===== src/segment_arrow_angle_unit_defines.svh =====
// assertion macros shared by the segment arrow angle unit
`ifndef SEGMENT_ARROW_ANGLE_UNIT_DEFINES_SVH
`define SEGMENT_ARROW_ANGLE_UNIT_DEFINES_SVH

// same-cycle implication, disabled while in reset
`define SAA_ASSERT_IMPLY(label, clk, rstn, ante, cons, msg) \
    label: assert property (@(posedge clk) disable iff (!rstn) (ante) |-> (cons)) \
        else $error(msg);

// next-cycle implication, disabled while in reset
`define SAA_ASSERT_NEXT(label, clk, rstn, ante, cons, msg) \
    label: assert property (@(posedge clk) disable iff (!rstn) (ante) |=> (cons)) \
        else $error(msg);

`endif


===== src/saa_pkg.sv =====
// shared types, constants and the cordic arctangent table
package saa_pkg;

    localparam int COORD_WIDTH_DEF   = 16;
    localparam int FRAC_BITS_DEF     = 8;
    localparam int CORDIC_STAGES_DEF = 16;

    localparam int GUARD     = 24;
    localparam int ANG_Q     = 24;
    localparam int Z_W       = 32;
    localparam int OUT_W     = 17;
    localparam int TAB_IDX_W = 5;

    localparam logic [Z_W-1:0] ANG_LIM = Z_W'(90) << ANG_Q;

    typedef struct packed {
        logic degenerate;
        logic sel;
        logic dx_neg;
        logic dx_zero;
        logic dy_neg;
        logic dy_zero;
    } ctrl_t;

    // atan(2^-i) in degrees, q.24
    function automatic logic [Z_W-1:0] atan_q24(input logic [TAB_IDX_W-1:0] idx);
        logic [Z_W-1:0] val;
        begin
            unique case (idx)
                5'd0:    val = 32'd754974720;
                5'd1:    val = 32'd445687602;
                5'd2:    val = 32'd235489088;
                5'd3:    val = 32'd119537938;
                5'd4:    val = 32'd60000934;
                5'd5:    val = 32'd30029717;
                5'd6:    val = 32'd15018523;
                5'd7:    val = 32'd7509720;
                5'd8:    val = 32'd3754917;
                5'd9:    val = 32'd1877466;
                5'd10:   val = 32'd938734;
                5'd11:   val = 32'd469367;
                5'd12:   val = 32'd234684;
                5'd13:   val = 32'd117342;
                5'd14:   val = 32'd58671;
                5'd15:   val = 32'd29335;
                5'd16:   val = 32'd14668;
                5'd17:   val = 32'd7334;
                5'd18:   val = 32'd3667;
                5'd19:   val = 32'd1833;
                5'd20:   val = 32'd917;
                5'd21:   val = 32'd458;
                5'd22:   val = 32'd229;
                5'd23:   val = 32'd115;
                default: val = '0;
            endcase
            return val;
        end
    endfunction

endpackage


===== src/saa_post.sv =====
// output stages: clamp and round the angle, then apply the quadrant table
`include "segment_arrow_angle_unit_defines.svh"

module saa_post
    import saa_pkg::*;
#(
    parameter int FRAC_BITS = FRAC_BITS_DEF
) (
    input  logic                  clk,
    input  logic                  rstn,
    input  logic                  in_valid,
    output logic                  in_ready,
    input  logic signed [Z_W-1:0] in_z,
    input  ctrl_t                 in_ctrl,
    output logic                  out_valid,
    input  logic                  out_ready,
    output logic [OUT_W-1:0]      angle_deg,
    output logic                  degenerate
);

    localparam int SH   = ANG_Q - FRAC_BITS;
    localparam int AW_A = FRAC_BITS + 7;
    localparam int EW   = (FRAC_BITS + 9 > OUT_W) ? FRAC_BITS + 9 : OUT_W;

    localparam logic [Z_W-2:0]  HALF  = (Z_W-1)'(1) << (SH - 1);
    localparam logic [Z_W-2:0]  LIM   = ANG_LIM[Z_W-2:0];
    localparam logic [AW_A-1:0] A_MAX = AW_A'(90) << FRAC_BITS;
    localparam logic [EW-1:0]   D90   = EW'(90) << FRAC_BITS;
    localparam logic [EW-1:0]   D180  = EW'(180) << FRAC_BITS;
    localparam logic [EW-1:0]   D270  = EW'(270) << FRAC_BITS;

    logic            valid_a_reg;
    logic [AW_A-1:0] a_reg, a_next;
    ctrl_t           ctrl_a_reg;
    logic            ready_b;
    logic [Z_W-2:0]  zc, rnd, rnd_sh;

    logic            valid_b_reg;
    logic [EW-1:0]   angle_reg, angle_next;
    logic            degen_reg;
    logic [EW-1:0]   a_ext, base;
    logic            add_a, sub_a;

    // clamp to 0..90 degrees and round half up
    always_comb begin
        if (in_z[Z_W-1]) begin
            zc = '0;
        end else if (in_z[Z_W-2:0] > LIM) begin
            zc = LIM;
        end else begin
            zc = in_z[Z_W-2:0];
        end
        rnd    = zc + HALF;
        rnd_sh = rnd >> SH;
        a_next = rnd_sh[AW_A-1:0];
    end

    assign ready_b  = !valid_b_reg || out_ready;
    assign in_ready = !valid_a_reg || ready_b;

    always_ff @(posedge clk) begin
        if (!rstn) begin
            valid_a_reg <= 1'b0;
        end else if (in_ready) begin
            valid_a_reg <= in_valid;
        end
    end

    always_ff @(posedge clk) begin
        if (in_valid && in_ready) begin
            a_reg      <= a_next;
            ctrl_a_reg <= in_ctrl;
        end
    end

    // quadrant table
    always_comb begin
        a_ext = EW'(a_reg);
        base  = '0;
        add_a = 1'b0;
        sub_a = 1'b0;
        priority if (ctrl_a_reg.degenerate) begin
            base = '0;
        end else if (ctrl_a_reg.dx_zero) begin
            base = ctrl_a_reg.dy_neg ? (ctrl_a_reg.sel ? D180 : '0)
                                     : (ctrl_a_reg.sel ? '0 : D180);
        end else if (!ctrl_a_reg.dx_neg) begin
            base  = ctrl_a_reg.sel ? D90 : D270;
            sub_a = !ctrl_a_reg.dy_zero && !ctrl_a_reg.dy_neg;
            add_a = !ctrl_a_reg.dy_zero && ctrl_a_reg.dy_neg;
        end else begin
            base  = ctrl_a_reg.sel ? D270 : D90;
            add_a = !ctrl_a_reg.dy_zero && !ctrl_a_reg.dy_neg;
            sub_a = !ctrl_a_reg.dy_zero && ctrl_a_reg.dy_neg;
        end
        priority if (add_a) begin
            angle_next = base + a_ext;
        end else if (sub_a) begin
            angle_next = base - a_ext;
        end else begin
            angle_next = base;
        end
    end

    always_ff @(posedge clk) begin
        if (!rstn) begin
            valid_b_reg <= 1'b0;
        end else if (ready_b) begin
            valid_b_reg <= valid_a_reg;
        end
    end

    always_ff @(posedge clk) begin
        if (valid_a_reg && ready_b) begin
            angle_reg <= angle_next;
            degen_reg <= ctrl_a_reg.degenerate;
        end
    end

    assign out_valid  = valid_b_reg;
    assign angle_deg  = angle_reg[OUT_W-1:0];
    assign degenerate = degen_reg;

    `SAA_ASSERT_IMPLY(a_range_chk, clk, rstn, valid_a_reg, a_reg <= A_MAX,
                      "rounded angle above 90 degrees")
    `SAA_ASSERT_IMPLY(degen_zero_chk, clk, rstn, valid_b_reg && degen_reg,
                      angle_reg == '0, "degenerate beat with nonzero angle")
    `SAA_ASSERT_IMPLY(stall_chain_chk, clk, rstn, valid_b_reg && !out_ready && valid_a_reg,
                      !in_ready, "full stages took a beat during stall")
    `SAA_ASSERT_NEXT(advance_chk, clk, rstn, valid_a_reg && ready_b, valid_b_reg,
                     "beat lost between output stages")

endmodule


===== config.mk =====
export PLATFORM = sky130hd
export DESIGN_NAME = saa_post
export DESIGN_NICKNAME = d
export VERILOG_FILES = /design/src/saa_pkg.sv /design/src/saa_post.sv
export VERILOG_INCLUDE_DIRS = /design/src /design/src/src
export SDC_FILE = /design/constraint.sdc
export NUM_CORES = 1
export LEC_CHECK = 0
export BUFFER_PORTS_ARGS = -buffer_cell sky130_fd_sc_hd__buf_2
export CELL_PAD_IN_SITES_DETAIL_PLACEMENT = 1
export CELL_PAD_IN_SITES_GLOBAL_PLACEMENT = 1
export CORE_MARGIN = 5
export CORE_UTILIZATION = 41
export DETAILED_ROUTE_END_ITERATION = 10
export PLACE_DENSITY = 0.81
export SYNTH_ARGS = -nofsm -noshare
export SYNTH_HDL_FRONTEND = slang
export SYNTH_SLANG_ARGS = --single-unit

===== constraint.sdc =====
create_clock -name clk -period 3.1 [get_ports clk]
set_input_delay 0.775 -clock clk [delete_from_list [all_inputs] [get_ports clk]]
set_output_delay 0.775 -clock clk [all_outputs]
set_load 0.1 [all_outputs]

Word-level counts from Yosys, hierarchy flattened
Cells that the tools add are included.
{"block": "word_totals", "word_cells": 43, "input_bits": 42, "register_bits": 41, "out_inout_bits": 20}
{"block": "op_classes", "addsub": 3, "magnitude_cmp": 1, "reduce_logical": 10, "mux": 18}
{"op": "2-to-1 mux 17 bit", "count": 7}
{"op": "2-to-1 mux 31 bit", "count": 2}
{"op": "2-to-1 mux 16 bit", "count": 3}
{"op": "adder 31 x 16 -> 31 bit, second input constant", "count": 1}
{"op": "> comparator 31 bit, second input constant", "count": 1}
{"op": "adder 17 x 15 -> 17 bit", "count": 1}
{"op": "subtractor 17 x 15 -> 17 bit", "count": 1}
{"op": "2-to-1 mux 1 bit", "count": 6}
{"op": "logical AND 1 bit", "count": 4}
{"op": "logical NOT 1 bit", "count": 4}
{"op": "logical OR 1 bit", "count": 2}

Depth between registers and ports, before layout
{"block": "depth", "ltp_word": 7, "depth_mapped": 11, "mapped_depth_nobuf": 11}

Worst setup path after synthesis
Ideal clock, no wire load.
{"block": "synth_path", "path_kind": "input -> register", "startpoint": "input port in_z[29]", "endpoint": "register a_reg[7] (data pin)", "t_arrival_ps": 2622, "path_slack_ps": 210, "setup_time_ps": 268, "required_time_ps": 2832, "path_buffers": 0, "cell_stages": 11, "cell_sequence": "nor4b_1 -> nand4_1 -> o21ai_1 -> nand2b_1 -> nor2_1 -> ha_1 -> and4_1 -> nor2b_1 -> nand2_1 -> nand3_1 -> a21oi_1"}
{"block": "synth_via", "elab_chain_len": 4}
{"element": "start, declared", "line_no": "saa_post.sv:13", "source": "input logic signed [Z_W-1:0] in_z,"}
{"element": "> comparator 31 bit", "line_no": "saa_post.sv:48", "source": "end else if (in_z[Z_W-2:0] > LIM) begin"}
{"element": "2-to-1 mux 31 bit", "line_no": "saa_post.sv:48"}
{"element": "2-to-1 mux 31 bit", "line_no": "saa_post.sv:46", "source": "if (in_z[Z_W-1]) begin"}
{"element": "adder 31 x 16 -> 31 bit", "line_no": "saa_post.sv:53", "source": "rnd = zc + HALF;"}
{"element": "via rnd[23]", "line_no": "saa_post.sv:36", "source": "logic [Z_W-2:0] zc, rnd, rnd_sh;"}
{"element": "end signal, assigned", "line_no": "saa_post.sv:71", "source": "a_reg <= a_next;"}
{"element": "end, declared", "line_no": "saa_post.sv:33", "source": "logic [AW_A-1:0] a_reg, a_next;"}
The timed path passes the listed nets, and every way through them passes these cells.
A chain may end at the register's enable or synchronous reset.

Worst setup path in the final report
{"block": "layout_path", "startpoint": "register ctrl_a_reg[4] (netlist name)", "endpoint": "register angle_reg[14], in the netlist angle_deg[14] (data pin)"}
{"block": "layout_via", "elab_chain_len": 7, "elab_cells_between_ends": 12, "classes_between": "add/sub: 2; mux: 10"}
{"element": "start, declared", "line_no": "saa_post.sv:34", "source": "ctrl_t ctrl_a_reg;"}
{"element": "start signal, assigned", "line_no": "saa_post.sv:72", "source": "ctrl_a_reg <= in_ctrl;"}
{"element": "2-to-1 mux 17 bit, or another cell as far along", "line_no": "saa_post.sv:88", "source": "base = ctrl_a_reg.sel ? D90 : D270;"}
{"element": "2-to-1 mux 17 bit / 2-to-1 mux 16 bit (equally long branches)", "line_no": "saa_post.sv:87, saa_post.sv:85"}
{"element": "2-to-1 mux 17 bit (*)", "line_no": "saa_post.sv:84", "source": "end else if (ctrl_a_reg.dx_zero) begin"}
{"element": "2-to-1 mux 17 bit (*)", "line_no": "saa_post.sv:82", "source": "priority if (ctrl_a_reg.degenerate) begin"}
{"element": "subtractor 17 x 15 -> 17 bit", "line_no": "saa_post.sv:99", "source": "angle_next = base - a_ext;"}
{"element": "2-to-1 mux 17 bit", "line_no": "saa_post.sv:98", "source": "end else if (sub_a) begin"}
{"element": "2-to-1 mux 17 bit (*)", "line_no": "saa_post.sv:96", "source": "priority if (add_a) begin"}
{"element": "via angle_next[14]", "line_no": "saa_post.sv:39", "source": "logic [EW-1:0] angle_reg, angle_next;"}
{"element": "end signal, assigned", "line_no": "saa_post.sv:115", "source": "angle_reg <= angle_next;"}
{"element": "end, declared", "line_no": "saa_post.sv:39"}
The timed path passes the listed nets; every way through them passes the cells marked *.

==> flow_metrics.tcl <==
set metrics [dict create \
    cts_buffers 5 \
    synth-seq-cells 41 \
    drt_pass1_iterations 4 \
    nets 401 \
    drtIter0Drc 114 \
    hold_viol 0 \
    crit_family "simple AND/OR/NAND/NOR gates" \
    core_sq_um 6390 \
    dpl_cell_area_sq_um 3160 \
    async_reset_ff_share_pct 0 \
    portBuffers 61 \
    wl_per_cell_um 16.5 \
    dp.cells 414 \
    reg2reg_slack_ps 120 \
    critPathRequiredTime_ps 3140 \
    finalPower_uw 1510 \
    final_area_sq_um 3280 \
    slew-limit-headroom_pct 53.8 \
    synth_ff_type "edfxtp_1" \
    die_w_um 91.1 \
    r2r_cells 9 \
    critical-path-slowest-cell "edfxtp_1" \
    cap_viol_max_count 0 \
    start_util_pct 42.2 \
    cts_tree "done" \
    cp-start-kind "register" \
    slew_violations 0 \
    p_leak_uw 0.00135 \
    hpwl_um 5360 \
    layout_commonest_cell "buf_2" \
    place.gp.congestion 0.894 \
    end_kind "register" \
    std_cell_rows 29 \
    reg2reg_from "ctrl_a_reg[4]$_DFFE_PP_" \
    hold_depth 1 \
    power_density_nw_per_um2 462 \
    netlist_area_sq_um 2700 \
    fin_hold_ws_ps 549 \
    vias_per_cell 5.61 \
    post_cts.repair.setup_buffers 0 \
    hold_buffers 0 \
    synth_nets 327 \
    tightest_slew_ps 688 \
    boundaryPins 62 \
    root_buffer "clkbuf_8" \
    grt-ovfl-total 0 \
    hold_path.class "reg -> reg" \
    crit_top_cell "nand2_1" \
    outcome "complete, no violations" \
    ir_drop_v 0.000193 \
    vias 2366 \
    grt_pass1_wl_um 11800 \
    die_area_sq_um 8300 \
    clkLatencyLatePin_ps 290 \
    clkTransAtPathRegs_ps 70 \
    crit_type "reg -> reg" \
    yosys_warnings 0 \
    largest_reg_flops 17 \
    syn_to_final_growth_pct 21.6 \
    worst-path-max-fanout 5 \
    layout_common_cells "buf_2 (61), edfxtp_1 (39), nor2_1 (22)" \
    reg2reg_to "angle_deg[14]$_DFFE_PP_" \
    clock_skew_ps 3.27 \
    finalSetupTns_ps 0 \
    hp-start "valid_a_reg$_SDFFE_PN0N_" \
    fin_crit_ps 2980 \
    cts_buffer_depth 2 \
    crit_chain "xnor2_1 > nand2_1 > nand2_1 > ha_1 > nor2b_1 > o21bai_1 > o311ai_1 > o211ai_1 > or3_1" \
    grt.total_usage_pct 17.2 \
    synth-edff-count 39 \
    max_freq_mhz 335 \
    holdPathEnd "out_valid$_SDFFE_PN0P_" \
    syn_inst 270 \
    first_global_vias 2451 \
    cts.repair.resized 0 \
    final_layout_size_suffix_gt1_share_pct 24.1 \
    instances_no_fill 422 \
    diodes 0 \
    drc 0 \
    die_h_um 91.1 \
    antenna_found_initial 0 \
    worst-path-buf-inv 0 \
    ctsHtreeMaxLevel 2 \
    synth_cell_type_count 53 \
    fin_crit_sh_pct 96.2 \
    yosysSeqAreaShare_pct 44.9 \
    wl_um 6950 \
    cts.sinks 41 \
    rsz0062_at_grt "false" \
    ant_nets 0 \
    finalSetupViolCount 0 \
    cp_slowest_stage_delay_ps 460 \
    grt_start_max_net_pins 22 \
    crit_arrival_ps 3020 \
    syn_avg_cell_area_sq_um 9.99 \
]
-- cell type report --
type                       count  area, sq um
tap                           77         96.3
multi-input combinational    207         1410
clock buffer                   7         86.3
timing repair buffer          71          380
clock inverter                 1         30.0
sequential                    41         1210
fill                         764         3110
inverter                      18         67.6
-- worst max-delay path by stage --
stage / start / end / slack, ps / cells past startpoint
3_5_place_dp: in_z[29] / a_reg[7]$_DFFE_PP_ / 140 / 12
6_report: ctrl_a_reg[4]$_DFFE_PP_ / angle_deg[14]$_DFFE_PP_ / 120 / 9
5_1_grt: ctrl_a_reg[4]$_DFFE_PP_ / angle_deg[14]$_DFFE_PP_ / 40 / 9
2_1_floorplan: in_z[29] / a_reg[7]$_DFFE_PP_ / 210 / 11
3_3_place_gp: in_z[18] / a_reg[7]$_DFFE_PP_ / 150 / 12
4_1_cts: ctrl_a_reg[4]$_DFFE_PP_ / angle_deg[14]$_DFFE_PP_ / 20 / 9
-- metrics by stage --
| stage | setup WS, ps | util [%] |
|---|---|---|
| finish | 117 | 51.4 |
| global route | 36.6 | 51.4 |
| CTS | 20.6 | 51.2 |
| detailed placement | 137 | 49.4 |
| global placement | 149 | 49.4 |
| floorplan | 210 | - |
-- Yosys cell counts (all sizes together), types with 3 or more instances --
cell type,count,area (sq um)
edfxtp,39,1170
nor3,8,40.0
or3,8,55.1
and3,3,18.8
o21ai,11,55.1
inv,18,67.6
nor2,22,82.6
o31ai,6,45.0
nor4,5,31.3
nand2b,5,31.3
nand3,11,55.1
ha,14,175
xnor2,13,114
o21a,4,30.0
clkbuf,3,11.3
a211oi,3,27.5
xor2,11,96.3
and2,3,18.8
nor2b,9,56.3
nand2,17,63.8
nand4,5,31.3
a21boi,3,22.5
a21oi,13,65.1
-- kinds of logic (layout without fill, tap and decap cells) --
group / after synthesis / in the layout / synth area share, %
and+or+nand+nor: 107 / 107 / 21.2
AOI/OAI and AO/OA: 60 / 60 / 15.3
DFF: 41 / 41 / 44.9
xor gates and xnor gates: 24 / 24 / 7.79
buffers and inverters: 22 / 97 / 3.20
adders and majority gates: 15 / 15 / 7.24
muxes: 1 / 1 / 0.371
-- power breakdown --
group          switching [uW]  internal [uW]  total (uW)
sequential               23.0            647         670
clock                     179            262         442
combinational             271            131         402
-- worst register-to-register path, delay by kind of cell (launching register included) --
family | cells | cell delay [ps]
and+or+nand+nor | 4 | 880
AOI/OAI and AO/OA | 3 | 740
DFF | 1 | 460
xor gates and xnor gates | 1 | 340
adders and majority gates | 1 | 320
-- per-layer routing --
layer  routed length [um]  GRT usage (%)  vias to the layer above
met2                 3460           29.8                       83
met5                    0              0                        -
met4                  127           6.11                        0
li1                     -              -                     1155
met3                  439           3.22                       12
met1                 2920           21.2                     1116
Note: power is estimated with default switching activity, not from simulation.
