--- src/segment_arrow_angle_unit_defines.svh ---
// assertion macros shared by the segment arrow angle unit
`ifndef SEGMENT_ARROW_ANGLE_UNIT_DEFINES_SVH
`define SEGMENT_ARROW_ANGLE_UNIT_DEFINES_SVH

// same-cycle implication, disabled while in reset
`define SAA_ASSERT_IMPLY(label, clk, rstn, ante, cons, msg) \
    label: assert property (@(posedge clk) disable iff (!rstn) (ante) |-> (cons)) \
        else $error(msg);

// next-cycle implication, disabled while in reset
`define SAA_ASSERT_NEXT(label, clk, rstn, ante, cons, msg) \
    label: assert property (@(posedge clk) disable iff (!rstn) (ante) |=> (cons)) \
        else $error(msg);

`endif

--- src/saa_pkg.sv ---
// shared types, constants and the cordic arctangent table
package saa_pkg;

    localparam int COORD_WIDTH_DEF   = 16;
    localparam int FRAC_BITS_DEF     = 8;
    localparam int CORDIC_STAGES_DEF = 16;

    localparam int GUARD     = 24;
    localparam int ANG_Q     = 24;
    localparam int Z_W       = 32;
    localparam int OUT_W     = 17;
    localparam int TAB_IDX_W = 5;

    localparam logic [Z_W-1:0] ANG_LIM = Z_W'(90) << ANG_Q;

    typedef struct packed {
        logic degenerate;
        logic sel;
        logic dx_neg;
        logic dx_zero;
        logic dy_neg;
        logic dy_zero;
    } ctrl_t;

    // atan(2^-i) in degrees, q.24
    function automatic logic [Z_W-1:0] atan_q24(input logic [TAB_IDX_W-1:0] idx);
        logic [Z_W-1:0] val;
        begin
            unique case (idx)
                5'd0:    val = 32'd754974720;
                5'd1:    val = 32'd445687602;
                5'd2:    val = 32'd235489088;
                5'd3:    val = 32'd119537938;
                5'd4:    val = 32'd60000934;
                5'd5:    val = 32'd30029717;
                5'd6:    val = 32'd15018523;
                5'd7:    val = 32'd7509720;
                5'd8:    val = 32'd3754917;
                5'd9:    val = 32'd1877466;
                5'd10:   val = 32'd938734;
                5'd11:   val = 32'd469367;
                5'd12:   val = 32'd234684;
                5'd13:   val = 32'd117342;
                5'd14:   val = 32'd58671;
                5'd15:   val = 32'd29335;
                5'd16:   val = 32'd14668;
                5'd17:   val = 32'd7334;
                5'd18:   val = 32'd3667;
                5'd19:   val = 32'd1833;
                5'd20:   val = 32'd917;
                5'd21:   val = 32'd458;
                5'd22:   val = 32'd229;
                5'd23:   val = 32'd115;
                default: val = '0;
            endcase
            return val;
        end
    endfunction

endpackage

--- src/saa_cordic_stage.sv ---
// one registered cordic vectoring iteration
module saa_cordic_stage
    import saa_pkg::*;
#(
    parameter int W     = COORD_WIDTH_DEF + GUARD + 3,
    parameter int STAGE = 0
) (
    input  logic                 clk,
    input  logic                 rstn,
    input  logic                 in_valid,
    output logic                 in_ready,
    input  logic signed [W-1:0]  in_x,
    input  logic signed [W-1:0]  in_y,
    input  logic signed [Z_W-1:0] in_z,
    input  ctrl_t                in_ctrl,
    output logic                 out_valid,
    input  logic                 out_ready,
    output logic signed [W-1:0]  out_x,
    output logic signed [W-1:0]  out_y,
    output logic signed [Z_W-1:0] out_z,
    output ctrl_t                out_ctrl
);

    localparam logic [Z_W-1:0] ATAN_VAL = atan_q24(TAB_IDX_W'(STAGE));

    logic                  valid_reg;
    logic signed [W-1:0]   x_reg, x_next;
    logic signed [W-1:0]   y_reg, y_next;
    logic signed [Z_W-1:0] z_reg, z_next;
    ctrl_t                 ctrl_reg;
    logic signed [W-1:0]   xs, ys;

    assign in_ready = !valid_reg || out_ready;

    always_comb begin
        xs = in_x >>> STAGE;
        ys = in_y >>> STAGE;
        if (!in_y[W-1]) begin
            x_next = in_x + ys;
            y_next = in_y - xs;
            z_next = in_z + $signed(ATAN_VAL);
        end else begin
            x_next = in_x - ys;
            y_next = in_y + xs;
            z_next = in_z - $signed(ATAN_VAL);
        end
    end

    always_ff @(posedge clk) begin
        if (!rstn) begin
            valid_reg <= 1'b0;
        end else if (in_ready) begin
            valid_reg <= in_valid;
        end
    end

    always_ff @(posedge clk) begin
        if (in_valid && in_ready) begin
            x_reg    <= x_next;
            y_reg    <= y_next;
            z_reg    <= z_next;
            ctrl_reg <= in_ctrl;
        end
    end

    assign out_valid = valid_reg;
    assign out_x     = x_reg;
    assign out_y     = y_reg;
    assign out_z     = z_reg;
    assign out_ctrl  = ctrl_reg;

endmodule

--- config.mk ---
export PLATFORM = sky130hd
export DESIGN_NAME = saa_cordic_stage
export DESIGN_NICKNAME = d
export VERILOG_FILES = /design/src/segment_arrow_angle_unit_defines.svh /design/src/saa_pkg.sv /design/src/saa_cordic_stage.sv
export SDC_FILE = /design/constraint.sdc
export NUM_CORES = 1
export LEC_CHECK = 0
export BUFFER_PORTS_ARGS = -buffer_cell sky130_fd_sc_hd__clkbuf_2
export CORE_MARGIN = 4
export CORE_UTILIZATION = 30
export DETAILED_ROUTE_END_ITERATION = 12
export PLACE_DENSITY = 0.54
export SLEW_MARGIN = 10
export SYNTH_ARGS = -nofsm -noshare
export SYNTH_HDL_FRONTEND = slang
export SYNTH_SLANG_ARGS = --single-unit
--- constraint.sdc ---
create_clock -name clk -period 4.5 [get_ports clk]
set_input_delay 0.9 -clock clk [delete_from_list [all_inputs] [get_ports clk]]
set_output_delay 0.9 -clock clk [all_outputs]
set_load 0.01 [all_outputs]
# --- Word-level counts from Yosys, hierarchy flattened ---
# Index checks and enable logic that the tools add are counted.
word_totals:
  word_cells: 21
  output_inout_bits: 126
  in_bits: 128
  regBits: 125
op_classes:
  reduce_logical: 3
  add_sub_neg: 5
  n_mux: 3
op_table:
  columns: ["operator", "count"]
  rows:
  - ["$mux 43", 2]
  - ["$sub 43x43->43", 2]
  - ["$add 43x43->43", 1]
  - ["$add 32x31->32 const B", 1]
  - ["$mux 32", 1]
  - ["$sub 32x31->32 const B", 1]
  - ["$logic_and 1x1->1", 1]
  - ["$logic_not 1->1", 1]
  - ["$logic_or 1x1->1", 1]

# --- Logic depth before layout (Yosys ltp) ---
# Gate-level depths: netlist (run 1).
logic_depth:
  word_depth: 3
  ltp_mapped: 13

# --- Least setup slack after synthesis (run 1) ---
# No wires, ideal clock.
synth_path:
  path_type: "input to register"
  from: "in out_ready"
  to: "reg ctrl_reg, in the netlist out_ctrl[0], enable pin"
  arrival_time_ns: 3.942
  setup_slack_ns: 0.061
  cell_stages: 2
  path_cell_list: "nand2b_1 > and2_1"
synth_between:
  elab_chain_cells: 2
synth_lines:
  columns: ["item", "line", "source"]
  rows:
  - ["start: declaration", "saa_cordic_stage.sv:17", "input logic out_ready,"]
  - ["$logic_or 1x1->1", "saa_cordic_stage.sv:33", "assign in_ready = !valid_reg || out_ready;"]
  - ["$logic_and 1x1->1", "saa_cordic_stage.sv:58", "if (in_valid && in_ready) begin"]
  - ["end signal: assignment", "saa_cordic_stage.sv:62", "ctrl_reg <= in_ctrl;"]
  - ["end: declaration", "saa_cordic_stage.sv:30", "ctrl_t ctrl_reg;"]
# No other way between the ends.
# A chain may end at the register's enable or synchronous reset.

# --- Final worst setup path (run 1) ---
layout_path:
  from: "in in_x[1]"
  to: "reg x_reg[41] (netlist: out_x[41]), data pin"
layout_between:
  elab_chain_cells: 2
layout_lines:
  columns: ["item", "line", "source"]
  rows:
  - ["start: declaration", "saa_cordic_stage.sv:12", "input logic signed [W-1:0] in_x,"]
  - ["$add 43x43->43 or $sub 43x43->43 (tied branches)", "saa_cordic_stage.sv:39, saa_cordic_stage.sv:43", null]
  - ["$mux 43 *", "saa_cordic_stage.sv:38", "if (!in_y[W-1]) begin"]
  - ["net x_next[41]", "saa_cordic_stage.sv:27", "logic signed [W-1:0] x_reg, x_next;"]
  - ["end signal: assignment", "saa_cordic_stage.sv:59", "x_reg <= x_next;"]
  - ["end: declaration", "saa_cordic_stage.sv:27", null]
# Mark *: on every way through the listed nets, which the timed path passes. The rest lies on a longest branch.

==> reports/qor.txt, run 1 <==
Status = completed
Reg clk slew, reported paths = 0.06 ns
Die extent in y = 207.8 µm
Ys Warns = 0
Net count after synthesis = 1682
Synth area leader = edfxtp_1
Flop pwr share = 32.1%
Root buffer cell = clkbuf_16
Seq/Total Area, Yosys = 31.02%
Final nets = 1943
Final TNS setup = 0 ns
Mapped Cells = 1418
Layout area overhead = 22.35%
Netlist Area Pre-Place = 11970 µm²
Global route total overflow = 0
Drt wl/cell = 21.12 µm
Io pins = 254
Drt via density = 5.353
Met3 WL = 2.741 mm
DRC viols = 0
Clk buf depth = 2
WL met2 = 20.47 mm
Rows = 72
Synth top area cells = edfxtp_1, ha_1, a21oi_1, xnor2_1, inv_1
EDFF count, synth = 123
Worst Max-Slew Pin Slew = 0.7691 ns
Core Area = 39010 µm²
Via count = 11830
Comb power frac = 35.8%
Finished Core Util = 37.54%
NetSw = 1697 µW
Clk sink count = 124
Worst Hold Class = reg -> reg
Maximum fanout along the worst path = 5
Mux cell area share after synthesis = 1.840%
Fmax = 257.2 MHz
Share of total power in the clock network = 32.1%
Critical Path AT = 4.08 ns
Worst setup EP type = flip-flop
Kind of critical path = in -> reg
Max-Slew Margin vs Limit = 48.73%
Max-slew violations = 0
Fin cells = 2210
Initial antenna violation count = 1
# H-tree levels = 4
Largest net degree at the start of global routing = 71
RSZ-0062 raised after global routing = no
Crit path required time = 4.69 ns
CTS resizes = 0
Maxcap violations = 0
Setup bufs post-CTS = 0
Main synth FF type = edfxtp_1
Asr flop ratio synth = 0%
Total CTS buffers = 17
DR iter-0 viols = 877
CTS Hold Buffers Added = 0
Final Cycle Share = 86.40%
Sw Share = 36.01%
Synth top area share = 30.86%
DP Cell Count = 2178
Post-DP Area = 14020 µm²
Gr usage total = 20.83%
Metal1 wirelength = 22.06 mm
Setup crit start kind = input port
Post-route cell area = 14650 µm²
Pwr/cell area = 321.7 nW/µm²
Die width = 207.8 µm
Final Hold Viols = 0
Share of cells above drive strength 1 = 21.64%
Hpwl dp = 37.72 mm
Skew final = 0.01357 ns
Worst Reg-to-Reg Cells = 3
Minimum clock period = 3.888 ns
Final GP Congestion = 0.9369
Endpoints failing setup = 0
Static Leak = 0.006585 µW
Adder-Cell Fraction of Synth Area = 14.47%
Initial core utilization = 30.69%
Peak supply drop = 213.3 µV
DR top layer = met4
Final wirelength = 46.68 mm
First-pass GRT wire length = 70.72 mm
Pint = 3015 µW
#FFs+latches synth = 124
Main combinational cell family by area after synthesis = compound AO/OA/AOI/OAI gates
Hold Crit Depth = 2
Drt pass-1 iters = 5
Vias in the first global route = 11720
Clock latency on the worst-skew pair = 0.45 ns
Post-synthesis compound-gate area fraction = 25.08%
CTS tree = done
Post-synthesis area per instance = 8.442 µm²
Port bufs = 253
Synth Area in Simple Gates = 14.33%
Fraction of synthesized cell area in xor and xnor cells = 6.512%
Die footprint = 43160 µm²
Antenna Nets Post-Route = 0
Count of cell types in the netlist = 76
## logic make-up (layout without fill, tap and decap cells)
logic type,count (synthesis),count (layout)
adder cells (fa/ha/maj),136,136
other,0,1
buffers and inverters,205,478
XOR/XNOR,89,89
flip-flops,124,124
AND/OR/NAND/NOR,359,359
multiplexers,22,22
AO/OA/AOI/OAI,483,483
## metal layers
layer,vias up,GRT usage (%)
met5,-,0
met4,0,7.475
met3,78,3.370
met2,486,32.17
met1,5650,29.54
li1,5617,-
## state kept, by name (all words and copies together) (netlist names)
name,count
out_z,32
out_y,42
out_x,43
out_valid,1
out_ctrl,6
## stage by stage
step                setup slack [ns]  hold slack, ns  total power [µW]
finish                        0.6119          0.5526              4712
global route                  0.3653          0.5944              4957
CTS                           0.6823          0.5604              4747
detailed placement            0.2168          0.5467              3196
global placement              0.2553          0.5290              3200
floorplan                    0.06145          0.6096              2546
## Yosys cell counts, types with 6 or more instances
master    count
a21oi_1     184
ha_1        132
inv_1       130
edfxtp_1    123
nor2_1      117
nand2_1      93
o21ai_0      82
xnor2_1      77
a21o_1       35
clkbuf_1     32
o21bai_1     30
nand4_1      28
mux2i_1      22
nor3_1       22
nand2b_1     20
o21ai_1      20
buf_2        19
a31oi_1      16
nand3_1      16
nor2b_1      16
o211ai_1     13
o21a_1       13
a211oi_1     12
nor4_1       12
o31ai_1      12
xor2_1       12
buf_1        10
inv_2         9
and2_1        7
a21boi_0      6
a31o_2        6
and3_1        6
## power by group through the flow
| stage | clock network (µW) | logic (µW) | registers [µW] |
|---|---|---|---|
| floorplan | 0 | 938 | 1610 |
| global placement | 0 | 1660 | 1540 |
| detailed placement | 0 | 1660 | 1540 |
| CTS | 1560 | 1680 | 1520 |
| global route | 1600 | 1830 | 1530 |
| finish | 1510 | 1690 | 1510 |
## worst max-delay path, stage by stage
cell and delay (ns):
clkbuf_2 0.16, inv_1 0.10, ha_1 0.32, nor2b_1 0.07, o311ai_1 0.50, a2111oi_0 0.28
o31ai_1 0.53, a31oi_1 0.23, nor2_1 0.37, o21ai_1 0.14, a221o_1 0.33, xnor2_1 0.12
## area by class of cell
class	count	area, µm²
diodes	1	2.502
clock buffers	18	429.2
clock inverters	13	192.7
fillers	4080	24360
inverters	141	529.3
multi-input cells	1089	7451
flip-flops and latches	124	3714
well taps	518	648.1
repair buffers	306	1679
## layout by cell type, fill, tap and decap left out, types with 5 or more instances in the layout
master | synthesis | routed
nor3_1 | 22 | 22
xnor2_1 | 77 | 77
o21ai_0 | 82 | 82
nor4_1 | 12 | 12
a21o_1 | 35 | 35
nand2_1 | 93 | 93
a21oi_1 | 184 | 184
clkbuf_16 | 0 | 17
edfxtp_1 | 123 | 123
o21a_1 | 13 | 13
and3_1 | 6 | 6
ha_1 | 132 | 132
a41oi_1 | 5 | 5
buf_4 | 2 | 53
a31oi_1 | 16 | 16
a21boi_0 | 6 | 6
nand2b_1 | 20 | 20
a31o_2 | 6 | 6
inv_1 | 130 | 130
inv_2 | 9 | 9
o211ai_1 | 13 | 13
a211oi_1 | 12 | 12
and2_1 | 7 | 6
clkbuf_2 | 0 | 252
nor2b_1 | 16 | 16
o31ai_1 | 12 | 12
xor2_1 | 12 | 12
nand4_1 | 28 | 28
nor2_1 | 117 | 117
o21bai_1 | 30 | 30
mux2i_1 | 22 | 22
nand3_1 | 16 | 16
o21ai_1 | 20 | 20
or3_1 | 5 | 5
## path summary, 6_finish.rpt
path                                 from        end  slack (ns)
worst min-delay path            out_valid  out_valid        0.55
worst max-delay path              in_x[1]  out_x[41]        0.61
worst min register to register  out_valid  out_valid        0.55
worst max register to register  out_valid  out_x[18]        2.82
Power figures use the tool's default switching activity.
==> inputs of run 2 (changes only) <==
- RECOVER_POWER: unset -> 100
==> run 2 against run 1 <==
  * The flow now finishes with violations (max-capacitance violations, max-slew violations)
  * Count of clock-buffer cells in the layout unchanged
  * Setup slack got worse by 0.14 ns
  * Critical endpoint unchanged
  * First-iteration DRC count grew 4.0%
  * Register-to-register slack worse by 1.8 ns
  * Largest power group unchanged
  * Utilization fell by 0.59 points
==> reports/qor.txt, run 2 (same netlist as run 1, synthesis figures left out) <==
Status = finished, violations left
Failing checks = max-capacitance violations, max-slew violations
Antenna Nets Post-Route = 0
Share of cells above drive strength 1 = 13.19%
Drt pass-1 iters = 5
Final wirelength = 46.71 mm
Max-slew violations = 140
Worst Hold Class = reg -> reg
Setup crit start kind = input port
Via count = 11870
Global route total overflow = 0
Max-Slew Margin vs Limit = -55.64%
Vias in the first global route = 11720
Peak supply drop = 212.6 µV
Fill count = 4143
RSZ-0062 raised after global routing = no
Pwr/cell area = 323.6 nW/µm²
Register area = 3714 µm²
Pint = 2976 µW
Critical Path AT = 4.22 ns
Clk buf depth = 2
Final nets = 1943
NetSw = 1688 µW
Flop pwr share = 32.5%
Commonest non-fill, non-tap cells in the layout = a21oi_1, clkbuf_1, ha_1
Io pins = 254
Final Cycle Share = 89.57%
Maximum fanout along the worst path = 5
Reg clk slew, reported paths = 0.06 ns
Sw Share = 36.20%
Share of total power in the clock network = 32.4%
Final Hold Viols = 0
Final GP Congestion = 0.9369
First-pass GRT wire length = 70.72 mm
Root buffer cell = clkbuf_16
Post-route cell area = 14420 µm²
Initial core utilization = 30.69%
Kind of critical path = in -> reg
Worst Max-Slew Pin Slew = 2.335 ns
Multi-input gate area = 7423 µm²
Largest net degree at the start of global routing = 71
DR iter-0 viols = 912
Port bufs = 253
Die footprint = 43160 µm²
Endpoints failing setup = 0
Worst setup EP type = flip-flop
Commonest non-fill, non-tap cell in the layout = a21oi_1
CTS Hold Buffers Added = 0
Maxcap violations = 3
Clk sink count = 124
Fmax = 248.1 MHz
Drt wl/cell = 21.14 µm
Comb power frac = 35.2%
Post-DP Area = 14020 µm²
Drt via density = 5.372
CTS resizes = 0
Total CTS buffers = 17
Gr usage total = 20.83%
Die extent in y = 207.8 µm
Minimum clock period = 4.031 ns
Skew final = 0.01420 ns
Crit path required time = 4.68 ns
Static Leak = 0.006159 µW
Clock latency on the worst-skew pair = 0.45 ns
Layout area overhead = 20.43%
DRC viols = 0
Die width = 207.8 µm
Max reg flops = 43
Rows = 72
Final TNS setup = 0 ns
# H-tree levels = 4
Setup bufs post-CTS = 0
Initial antenna violation count = 1
CTS tree = done
Core Area = 39010 µm²
Hpwl dp = 37.72 mm
run 2: changes by cell type in the layout (fill, tap and decap cells not counted), sizes merged:
cell | before | now
clkbuf | 270 | 278
buf | 54 | 46
run 2: path summary, 6_finish.rpt:
kind / startpoint / endpoint / slack (ns) / cells past startpoint
hold reg to reg: out_valid / out_valid / 0.54 / 2
setup reg to reg: out_valid / out_y[16] / 0.99 / 3
hold / removal: out_valid / out_valid / 0.54 / 2
setup / recovery: in_x[1] / out_x[41] / 0.47 / 12
run 2: routing by layer:
metal / GRT usage [%] / share of wire [%] / up-vias
met5: 0 / 0 / -
met4: 7.475 / 3.0 / 0
met3: 3.370 / 6.4 / 75
met2: 32.17 / 44 / 500
met1: 29.54 / 47 / 5678
li1: - / - / 5620
run 2: final cells by class:
type,count,area share [%]
Timing Repair Buffer,306,10.25
Tap cell,518,4.496
Multi-Input combinational cell,1089,51.49
Inverter,141,3.671
Clock buffer,18,2.977
Clock inverter,13,1.337
Sequential cell,124,25.76
Antenna cell,1,0.01736
run 2: stage by stage:
step                      hold WS (ns)  instances  worst slack (ns)  utilization, %  power, µW
after floorplan                 0.6096       1418           0.06145               -       2546
after global placement          0.5290       2178            0.2553           35.94       3200
after detailed placement        0.5467       2178            0.2168           35.94       3196
after CTS                       0.5604       2209            0.6823           37.54       4747
after global routing            0.5852       2210            0.2636           36.96       4914
final                           0.5440       2210            0.4694           36.96       4664
run 2: power groups by stage:
stage | clock network [µW] | registers (µW) | logic, µW
after floorplan | 0 | 1610 | 938
after global placement | 0 | 1540 | 1660
after detailed placement | 0 | 1540 | 1660
after CTS | 1560 | 1520 | 1680
after global routing | 1600 | 1530 | 1790
final | 1510 | 1510 | 1640
run 2: critical path: stages:
cell,delay (ns)
clkbuf_1,0.25
inv_1,0.13
ha_1,0.34
nor2b_1,0.07
o311ai_1,0.51
a2111oi_0,0.29
o31ai_1,0.53
a31oi_1,0.23
nor2_1,0.32
o21ai_0,0.18
a221o_1,0.34
xnor2_1,0.12
