`src/segment_arrow_angle_unit_defines.svh`:
```
// assertion macros shared by the segment arrow angle unit
`ifndef SEGMENT_ARROW_ANGLE_UNIT_DEFINES_SVH
`define SEGMENT_ARROW_ANGLE_UNIT_DEFINES_SVH

// same-cycle implication, disabled while in reset
`define SAA_ASSERT_IMPLY(label, clk, rstn, ante, cons, msg) \
    label: assert property (@(posedge clk) disable iff (!rstn) (ante) |-> (cons)) \
        else $error(msg);

// next-cycle implication, disabled while in reset
`define SAA_ASSERT_NEXT(label, clk, rstn, ante, cons, msg) \
    label: assert property (@(posedge clk) disable iff (!rstn) (ante) |=> (cons)) \
        else $error(msg);

`endif

```
`src/saa_pkg.sv`:
```
// shared types, constants and the cordic arctangent table
package saa_pkg;

    localparam int COORD_WIDTH_DEF   = 16;
    localparam int FRAC_BITS_DEF     = 8;
    localparam int CORDIC_STAGES_DEF = 16;

    localparam int GUARD     = 24;
    localparam int ANG_Q     = 24;
    localparam int Z_W       = 32;
    localparam int OUT_W     = 17;
    localparam int TAB_IDX_W = 5;

    localparam logic [Z_W-1:0] ANG_LIM = Z_W'(90) << ANG_Q;

    typedef struct packed {
        logic degenerate;
        logic sel;
        logic dx_neg;
        logic dx_zero;
        logic dy_neg;
        logic dy_zero;
    } ctrl_t;

    // atan(2^-i) in degrees, q.24
    function automatic logic [Z_W-1:0] atan_q24(input logic [TAB_IDX_W-1:0] idx);
        logic [Z_W-1:0] val;
        begin
            unique case (idx)
                5'd0:    val = 32'd754974720;
                5'd1:    val = 32'd445687602;
                5'd2:    val = 32'd235489088;
                5'd3:    val = 32'd119537938;
                5'd4:    val = 32'd60000934;
                5'd5:    val = 32'd30029717;
                5'd6:    val = 32'd15018523;
                5'd7:    val = 32'd7509720;
                5'd8:    val = 32'd3754917;
                5'd9:    val = 32'd1877466;
                5'd10:   val = 32'd938734;
                5'd11:   val = 32'd469367;
                5'd12:   val = 32'd234684;
                5'd13:   val = 32'd117342;
                5'd14:   val = 32'd58671;
                5'd15:   val = 32'd29335;
                5'd16:   val = 32'd14668;
                5'd17:   val = 32'd7334;
                5'd18:   val = 32'd3667;
                5'd19:   val = 32'd1833;
                5'd20:   val = 32'd917;
                5'd21:   val = 32'd458;
                5'd22:   val = 32'd229;
                5'd23:   val = 32'd115;
                default: val = '0;
            endcase
            return val;
        end
    endfunction

endpackage

```
`src/saa_prep.sv`:
```
// input stage: point differences, magnitudes and segment classification
module saa_prep
    import saa_pkg::*;
#(
    parameter int COORD_WIDTH = COORD_WIDTH_DEF,
    parameter int W           = COORD_WIDTH_DEF + GUARD + 3
) (
    input  logic                   clk,
    input  logic                   rstn,
    input  logic                   in_valid,
    output logic                   in_ready,
    input  logic [COORD_WIDTH-1:0] start_x,
    input  logic [COORD_WIDTH-1:0] end_x,
    input  logic [COORD_WIDTH-1:0] start_y,
    input  logic [COORD_WIDTH-1:0] end_y,
    input  logic                   end_select,
    output logic                   out_valid,
    input  logic                   out_ready,
    output logic signed [W-1:0]    out_x,
    output logic signed [W-1:0]    out_y,
    output ctrl_t                  out_ctrl
);

    localparam int PAD = W - COORD_WIDTH - GUARD;

    logic                   valid_reg;
    logic signed [W-1:0]    x_reg, x_next;
    logic signed [W-1:0]    y_reg, y_next;
    ctrl_t                  ctrl_reg, ctrl_next;
    logic [COORD_WIDTH:0]   dx, dy, ndx, ndy;
    logic [COORD_WIDTH-1:0] ax, ay;

    assign in_ready = !valid_reg || out_ready;

    always_comb begin
        dx  = {start_x[COORD_WIDTH-1], start_x} - {end_x[COORD_WIDTH-1], end_x};
        dy  = {start_y[COORD_WIDTH-1], start_y} - {end_y[COORD_WIDTH-1], end_y};
        ndx = -dx;
        ndy = -dy;
        ax  = dx[COORD_WIDTH] ? ndx[COORD_WIDTH-1:0] : dx[COORD_WIDTH-1:0];
        ay  = dy[COORD_WIDTH] ? ndy[COORD_WIDTH-1:0] : dy[COORD_WIDTH-1:0];
        x_next = {{PAD{1'b0}}, ax, {GUARD{1'b0}}};
        y_next = {{PAD{1'b0}}, ay, {GUARD{1'b0}}};
        ctrl_next.dx_neg     = dx[COORD_WIDTH];
        ctrl_next.dx_zero    = (dx == '0);
        ctrl_next.dy_neg     = dy[COORD_WIDTH];
        ctrl_next.dy_zero    = (dy == '0);
        ctrl_next.degenerate = (dx == '0) && (dy == '0);
        ctrl_next.sel        = end_select;
    end

    always_ff @(posedge clk) begin
        if (!rstn) begin
            valid_reg <= 1'b0;
        end else if (in_ready) begin
            valid_reg <= in_valid;
        end
    end

    always_ff @(posedge clk) begin
        if (in_valid && in_ready) begin
            x_reg    <= x_next;
            y_reg    <= y_next;
            ctrl_reg <= ctrl_next;
        end
    end

    assign out_valid = valid_reg;
    assign out_x     = x_reg;
    assign out_y     = y_reg;
    assign out_ctrl  = ctrl_reg;

endmodule

```
`config.mk`:
```
export PLATFORM = sky130hd
export DESIGN_NAME = saa_prep
export DESIGN_NICKNAME = d
export VERILOG_FILES = /design/src/segment_arrow_angle_unit_defines.svh /design/src/saa_pkg.sv /design/src/saa_prep.sv
export SDC_FILE = /design/constraint.sdc
export NUM_CORES = 1
export LEC_CHECK = 0
export ABC_AREA = 1
export BUFFER_PORTS_ARGS = -buffer_cell sky130_fd_sc_hd__buf_2
export CAP_MARGIN = 40
export CORE_ASPECT_RATIO = 0.6
export CORE_MARGIN = 1.5
export CORE_UTILIZATION = 47
export CTS_CLUSTER_DIAMETER = 30
export DETAILED_ROUTE_END_ITERATION = 16
export PLACE_DENSITY = 0.79
export SETUP_SLACK_MARGIN = 0.3
export SLEW_MARGIN = 20
export SYNTH_ARGS = -nofsm -noshare
export SYNTH_HDL_FRONTEND = slang
export SYNTH_SLANG_ARGS = --single-unit
```
`constraint.sdc`:
```
create_clock -name clk -period 2.6 [get_ports clk]
set_input_delay 0.39 -clock clk [delete_from_list [all_inputs] [get_ports clk]]
set_output_delay 0.39 -clock clk [all_outputs]
set_load 0.005 [all_outputs]
```
After elaboration in Yosys (flattened, before gate mapping)
Index checks and enable logic that the tools add are counted.
{"block": "op_classes", "addsub": 4, "mux": 2, "n_reduce_logical": 6}
{"operator": "17-bit logical NOT", "n": 2}
{"operator": "16-bit by 16-bit subtractor with 17-bit output", "n": 2}
{"operator": "16-bit two-way mux", "n": 2}
{"operator": "16-bit negator", "n": 2}
{"operator": "1-bit logical AND", "n": 2}
{"operator": "1-bit logical NOT", "n": 1}
{"operator": "1-bit logical OR", "n": 1}
{"block": "word_totals", "register_bits": 39, "input_bits": 69, "output_inout_bits": 94, "elab_cells": 21}

Longest topological paths before layout
Gate-level depths: netlist of the first run.
{"block": "depth", "ltp_word": 3, "mapped_depth": 19, "depth_no_buf": 19}

Worst setup path after synthesis of the first run
OpenSTA, ideal clock, no wires.
{"block": "synth_path", "kind": "input to register", "startpoint": "in in_valid", "endpoint": "reg ctrl_reg (netlist bit out_ctrl[0]) (enable)", "setup_time_ns": 0.446, "arrival_ns": 2.294, "required_ns": 2.154, "slack_ns": -0.140, "stages": 2, "n_path_buf": 0, "cell_sequence": "inv_1 -> a21oi_1"}
{"block": "synth_between", "elab_chain_len": 1}
{"item": "from (decl)", "line_no": "saa_prep.sv:10", "rtl": "input logic in_valid,"}
{"item": "1-bit logical AND", "line_no": "saa_prep.sv:61", "rtl": "if (in_valid && in_ready) begin"}
{"item": "to (signal assigned)", "line_no": "saa_prep.sv:64", "rtl": "ctrl_reg <= ctrl_next;"}
{"item": "to (decl)", "line_no": "saa_prep.sv:29", "rtl": "ctrl_t ctrl_reg, ctrl_next;"}
Every way passes these cells.
A chain may end at the register's enable or synchronous reset.

Worst setup path in the final report of the first run
{"block": "layout_path", "startpoint": "in end_y[0]", "endpoint": "reg y_reg[37], in the netlist out_y[37] (data pin)"}
{"block": "layout_between", "elab_chain_len": 3}
{"item": "from (decl)", "line_no": "saa_prep.sv:15", "rtl": "input logic [COORD_WIDTH-1:0] end_y,"}
{"item": "16-bit by 16-bit subtractor with 17-bit output *", "line_no": "saa_prep.sv:37", "rtl": "dy = {start_y[COORD_WIDTH-1], start_y} - {end_y[COORD_WIDTH-1], end_y};"}
{"item": "16-bit negator", "line_no": "saa_prep.sv:39", "rtl": "ndy = -dy;"}
{"item": "16-bit two-way mux *", "line_no": "saa_prep.sv:41", "rtl": "ay = dy[COORD_WIDTH] ? ndy[COORD_WIDTH-1:0] : dy[COORD_WIDTH-1:0];"}
{"item": "via ay[13]", "line_no": "saa_prep.sv:31", "rtl": "logic [COORD_WIDTH-1:0] ax, ay;"}
{"item": "to (signal assigned)", "line_no": "saa_prep.sv:63", "rtl": "y_reg <= y_next;"}
{"item": "to (decl)", "line_no": "saa_prep.sv:28", "rtl": "logic signed [W-1:0] y_reg, y_next;"}
Mark *: on every way through the listed nets, which the timed path passes. The rest lies on a longest branch.

==> results.json, run 1 <==
{
  "cts.sinks": 39,
  "drt-initial-drc-count": 470,
  "drt_pre_antenna_iters": 5,
  "cts_inserted_buffers": 5,
  "antenna_cells": 0,
  "hold_viol": 0,
  "ir_worst_vdd_v": 0.000416,
  "gr-total-overflow": 0,
  "final_nets": 939,
  "cts_hold_buf": 0,
  "postRouteAntennaNets": 0,
  "htreeDepth": 2,
  "synth_ff_type": "edfxtp_1",
  "status": "finished, final reports clean",
  "clkLatencyLatePin_ns": 0.28,
  "multi_input_area_um2": 3110,
  "clock_path_buffers": 2,
  "ios": 163,
  "core_um2": 9390,
  "synth_warnings": 0,
  "slew_violations": 0,
  "holdWs_ns": 0.306,
  "synth_top_area_share_pct": 24.6,
  "p_int_w": 0.00180,
  "worstHoldPathType": "in2reg",
  "yosys.area.top_type": "edfxtp_1",
  "wl_met3_um": 1320,
  "switching_share_pct": 37.4,
  "p_leak_nw": 3.22,
  "worstPathArrival_ns": 2.26,
  "ys_ff_latch": 39,
  "via_per_inst": 4.70,
  "finalSetupViolCount": 0,
  "power_w": 0.00287,
  "fin_crit_sh_pct": 85.9,
  "grt_max_degree": 39,
  "grt_use_total_pct": 20.9,
  "drc_errors": 0,
  "top_layer": "met4",
  "utilization_pct": 61.7,
  "register_area_um2": 1160,
  "hpwl_um": 9420,
  "grt_pass1_wl_um": 17700,
  "num_rows": 27,
  "wirelength_um": 11600,
  "rsz0062_at_grt": "no",
  "yosysMostFrequentCell": "nand2_1",
  "place_congestion": 0.922,
  "synth_commonest_cells": "218 x nand2_1, 136 x inv_1, 54 x buf_4, 49 x nor2_1, 45 x nand3_1",
  "nFillCells": 880,
  "cts_root_buffer": "clkbuf_16",
  "cts_tree": "yes",
  "worstSetupEndpointType": "flop",
  "synth.avg_cell_area_um2": 6.60,
  "finalClockSkew_ns": 0.0103,
  "drive_gt1_share_pct": 28.8,
  "crit_chain": "buf_2 -> ha_4 -> fa_2 -> inv_2 -> nand3_2 -> nand2_4 -> xnor2_4 -> nand2_2 -> nor2_4 -> nand2_2 -> nor2_4 -> nand2_2 -> nand2_4 -> nand2_1 -> nand2_1 -> nand2_1",
  "die_w_um": 131,
  "cp_max_fo": 5,
  "dr_wl_met2_um": 4120,
  "vias": 4526,
  "seqPwrFrac_pct": 30.3,
  "wl_per_cell_um": 12.1,
  "dieArea_um2": 10500,
  "maxCapViolations": 0,
  "io_buffers": 108,
  "slowest_stage": "fa_2",
  "power.switching_w": 0.00107,
  "ys_types": 34,
  "crit_family": "simple AND/OR/NAND/NOR gates",
  "ys_seq_area_share_pct": 25.0,
  "synthArstFlopShare_pct": 0,
  "initial_core_util_pct": 49.4,
  "syn_inst": 703,
  "start_kind": "input port",
  "slowest_delay_ns": 0.37,
  "max_freq_mhz": 448,
  "p_clk_share_pct": 24.1,
  "crit_buf_inv": 2,
  "grt_pass1_vias": 3614,
  "grt_antenna_before_repair": 0,
  "die_y_um": 80.0,
  "area_delta_synth_final_pct": 25.0,
  "required_ns": 2.62,
  "pwr-share-comb_pct": 45.6,
  "synth-edff-count": 38,
  "post-route-min-period_ns": 2.23,
  "p_per_area_nw_per_um2": 495,
  "dp.cells": 950,
  "synth_area_leaders": "edfxtp_1 25%, nand2_1 18%, inv_1 11%, ha_1 9.7%, buf_4 8.7%",
  "critical_path_class": "in2reg",
  "path_clk_slew_ns": 0.06,
  "met1Wirelength_um": 6130,
  "synth_area_um2": 4640,
  "stdcell_count": 963
}
cells in the final DEF (no fill, tap or decap), types with 11 or more instances in the layout:
master and count:
inv_1 131, nand3_1 34, edfxtp_1 38, nand2_1 192, nor2_1 39, nand4_1 11
a21oi_1 20, nand2_4 11, buf_4 17, nand3_2 12, buf_2 108, conb_1 54
nand2_2 29, xor2_1 15, nor2_2 11, ha_1 25
registers in the layout, indices dropped and copies added, names as in the netlist:
signal / cells
out_valid: 1
out_x: 16
out_y: 16
out_ctrl: 6
worst register-to-register path: stages, from the launching register on:
cell	delay, ns
dfxtp_1	0.34
a21oi_4	0.14
buf_4	0.44
repair_timing:
item	in CTS	in global routing
buffers inserted	0	5
pin swaps	0	28
setup endpoints to repair	6	30
gates resized for setup	5	88
power groups by stage:
stage               Combinational [W]  Clock (W)  Sequential [W]
floorplan                    0.000823          0        0.000892
global placement              0.00112          0        0.000886
detailed placement            0.00114          0        0.000884
CTS                           0.00115   0.000704        0.000872
global route                  0.00146   0.000731        0.000880
finish                        0.00131   0.000690        0.000870
stage by stage:
| step | TNS (ns) | area (um2) | setup slack, ns |
|---|---|---|---|
| 2_1_floorplan | 0 | 4850 | 0.296 |
| 3_3_place_gp | 0 | 5220 | 0.0155 |
| 3_5_place_dp | -0.182 | 5220 | -0.0523 |
| 4_1_cts | 0 | 5410 | 0.294 |
| 5_1_grt | 0 | 5800 | 0.244 |
| 6_report | 0 | 5800 | 0.366 |
path summary, 6_finish.rpt:
kind	cells after the start	start	endpoint	slack [ns]
hold / removal	1	end_select	out_ctrl[4]	0.31
hold reg to reg	2	out_valid	out_valid	0.56
setup reg to reg	2	out_valid	out_x[36]	1.31
setup / recovery	16	end_y[0]	out_y[37]	0.37
cells by family after synthesis:
kind of cell	share of synthesized area [%]
xor+xnor	4.15
fa+ha+maj	10.6
other cells	0.0809
flops	25.0
compound gates	5.02
buf+inv	20.7
simple gates	34.4
cell type report:
cell class	count	share of cell area, %
repair buffers	125	11.5
flip-flops and latches	39	20.0
clock inverters	3	0.669
multi-input cells	520	53.6
well taps	130	2.81
inverters	141	9.22
clock buffers	5	2.16
layer usage:
layer / global-route usage, % / vias up
li1: - / 2332
met1: 35.4 / 1942
met2: 25.7 / 244
met3: 4.63 / 8
met4: 2.02 / 0
met5: 0 / -
(Power assumes the default switching activity.)
==> run 2: changes to the inputs <==
--- a/config.mk
+++ b/config.mk
@@ -10,10 +10,11 @@
 export CAP_MARGIN = 40
 export CORE_ASPECT_RATIO = 0.6
 export CORE_MARGIN = 1.5
-export CORE_UTILIZATION = 47
+export CORE_UTILIZATION = 52
 export CTS_CLUSTER_DIAMETER = 30
 export DETAILED_ROUTE_END_ITERATION = 16
-export PLACE_DENSITY = 0.79
+export PLACE_DENSITY = 0.83
+export REMOVE_ABC_BUFFERS = 1
 export SETUP_SLACK_MARGIN = 0.3
 export SLEW_MARGIN = 20
 export SYNTH_ARGS = -nofsm -noshare
==> constraint.sdc (replaced) <==
create_clock -name clk -period 2.5 [get_ports clk]
set_input_delay 0.375 -clock clk [delete_from_list [all_inputs] [get_ports clk]]
set_output_delay 0.375 -clock clk [all_outputs]
set_load 0.005 [all_outputs]
==> run 2 against run 1 <==
Register-to-register slack got worse by 0.10 ns. Flip-flop and latch count unchanged. Count of clock-buffer cells in the layout increased by 2. Worst hold slack got worse by 0.034 ns. Power increased by 4.0%. Global-route usage increased by 1.6 points. Final area increased by 3.1%. Largest power group unchanged. Highest routed layer unchanged.
==> results.json, run 2 (synthesized netlist as in run 1, its figures left out) <==
{
  "status": "finished, final reports clean",
  "p_per_area_nw_per_um2": 499,
  "switching_share_pct": 37.2,
  "slowest_delay_ns": 0.37,
  "finalClockSkew_ns": 0.00312,
  "post-route-min-period_ns": 2.22,
  "grt_pass1_vias": 3692,
  "timing.final.ws_setup_ns": 0.276,
  "seqPwrFrac_pct": 30.5,
  "io_buffers": 108,
  "dp_slack_ns": -0.154,
  "drt_pre_antenna_iters": 6,
  "place_congestion": 0.896,
  "ios": 163,
  "wl_per_cell_um": 12.1,
  "fin_crit_sh_pct": 88.9,
  "crit_chain": "buf_6 -> inv_4 -> ha_4 -> fa_2 -> inv_2 -> nand3_2 -> nand2_4 -> xnor2_4 -> nand2_1 -> nor2_2 -> nand2_1 -> nor2_2 -> nand2_2 -> nand2_4 -> nand2_1 -> nand2_1 -> nand2_1",
  "p_int_w": 0.00187,
  "die_y_um": 76.2,
  "rsz0062_at_grt": "yes",
  "worstPathArrival_ns": 2.26,
  "clkLatencyLatePin_ns": 0.28,
  "worstHoldPathType": "in2reg",
  "grt_pass1_wl_um": 17400,
  "power.switching_w": 0.00111,
  "final_common_cell": "nand2_1",
  "hpwl_um": 9060,
  "p_leak_nw": 3.33,
  "drive_gt1_share_pct": 30.7,
  "path_clk_slew_ns": 0.06,
  "holdWs_ns": 0.272,
  "required_ns": 2.54,
  "initial_core_util_pct": 54.0,
  "final_nets": 960,
  "die_w_um": 125,
  "crit_buf_inv": 3,
  "drt-initial-drc-count": 479,
  "wirelength_um": 11700,
  "area_delta_synth_final_pct": 28.8,
  "cts_inserted_buffers": 5,
  "critical_path_class": "in2reg",
  "htreeDepth": 2,
  "max_freq_mhz": 450,
  "num_rows": 26,
  "p_clk_share_pct": 22.9,
  "final_cell_mix": "195 x nand2_1, 133 x inv_1, 104 x buf_2",
  "cts_tree": "yes",
  "postRouteAntennaNets": 0,
  "via_per_inst": 4.89,
  "slew_violations": 0,
  "cp_max_fo": 5,
  "drc_errors": 0,
  "gr-total-overflow": 0,
  "grt_antenna_before_repair": 0,
  "grt_max_degree": 39,
  "fin_area_um2": 5970,
  "utilization_pct": 69.6,
  "ir_worst_vdd_v": 0.000336,
  "maxCapViolations": 0,
  "dieArea_um2": 9510,
  "pwr-share-comb_pct": 46.7,
  "hold_viol": 0,
  "nFillCells": 763,
  "start_kind": "input port",
  "vias": 4724,
  "placed_area_um2": 5290,
  "cts.sinks": 39,
  "grt_use_total_pct": 22.5,
  "antenna_cells": 0,
  "core_um2": 8590,
  "cpMostUsedCell": "nand2_1",
  "power_w": 0.00298,
  "finalSetupViolCount": 0,
  "cts_root_buffer": "clkbuf_16",
  "clock_path_buffers": 2,
  "slowest_stage": "fa_2",
  "worstSetupEndpointType": "flop",
  "crit_family": "simple AND/OR/NAND/NOR gates"
}
-- run 2: changes by cell type in the layout (fill, tap and decap cells not counted), moves of 3 or more --
cell     previous run  this run
a21oi_1            20        16
a21oi_2             5         9
buf_2             108       104
buf_4              17        36
buf_6               0         5
ha_4                6         9
inv_2               7         3
nand2_1           192       195
nand2_4            11         7
nand3_2            12        16
nand3_4             3         0
-- run 2: path summary, 6_finish.rpt --
kind / end / from / slack, ns / cells after the start
max reg2reg: out_y[24] / out_valid / 1.21 / 2
min reg2reg: out_valid / out_valid / 0.55 / 2
max: out_y[37] / start_y[0] / 0.28 / 17
min: out_ctrl[4] / end_select / 0.27 / 1
-- run 2: stage by stage --
| step | cells | setup TNS, ns |
|---|---|---|
| 2_1_floorplan | 700 | -8.54 |
| 4_1_cts | 959 | 0 |
| 3_5_place_dp | 945 | -2.13 |
| 3_3_place_gp | 945 | -0.632 |
| 6_report | 966 | 0 |
| 5_1_grt | 966 | 0 |
-- run 2: layer usage --
layer,vias to the layer above,GRT usage (%),wire (um),share of wire [%]
met5,-,0,0,0
met4,0,3.75,102,0.87
met3,14,4.49,1160,9.9
met2,258,32.2,4930,42
met1,2073,35.2,5470,47
li1,2379,-,-,-
-- run 2: worst register-to-register path: cells and delay by family, from the launching register on --
kind                   cells  cell delay, ns
DFF                        1            0.34
AOI/OAI and AO/OA          1            0.14
buffers and inverters      1            0.43
-- run 2: power by group through the flow --
| stage | logic (W) | clock network, W | registers [W] |
|---|---|---|---|
| 2_1_floorplan | 0.000778 | 0 | 0.000928 |
| 3_3_place_gp | 0.00116 | 0 | 0.000928 |
| 3_5_place_dp | 0.00120 | 0 | 0.000922 |
| 4_1_cts | 0.00124 | 0.000697 | 0.000912 |
| 5_1_grt | 0.00154 | 0.000724 | 0.000918 |
| 6_report | 0.00139 | 0.000682 | 0.000909 |
-- run 2: what timing repair did --
| item | 4_1_cts | 5_1_grt |
|---|---|---|
| hold buffers | 0 | 0 |
| hold endpoints to repair | 0 | 0 |
| pin swaps | 18 | 33 |
| resized for setup | 31 | 73 |
| setup endpoints to repair | 30 | 33 |
| buffers inserted | 6 | 7 |
-- run 2: final cells by class --
class | count | area (um2) | area share (%)
timing repair buffer | 146 | 862 | 14.4
inverter | 141 | 544 | 9.11
sequential | 39 | 1160 | 19.4
multi-input combinational | 520 | 3110 | 52.0
clock buffer | 7 | 153 | 2.55
tap | 112 | 140 | 2.35
clock inverter | 1 | 7.51 | 0.126
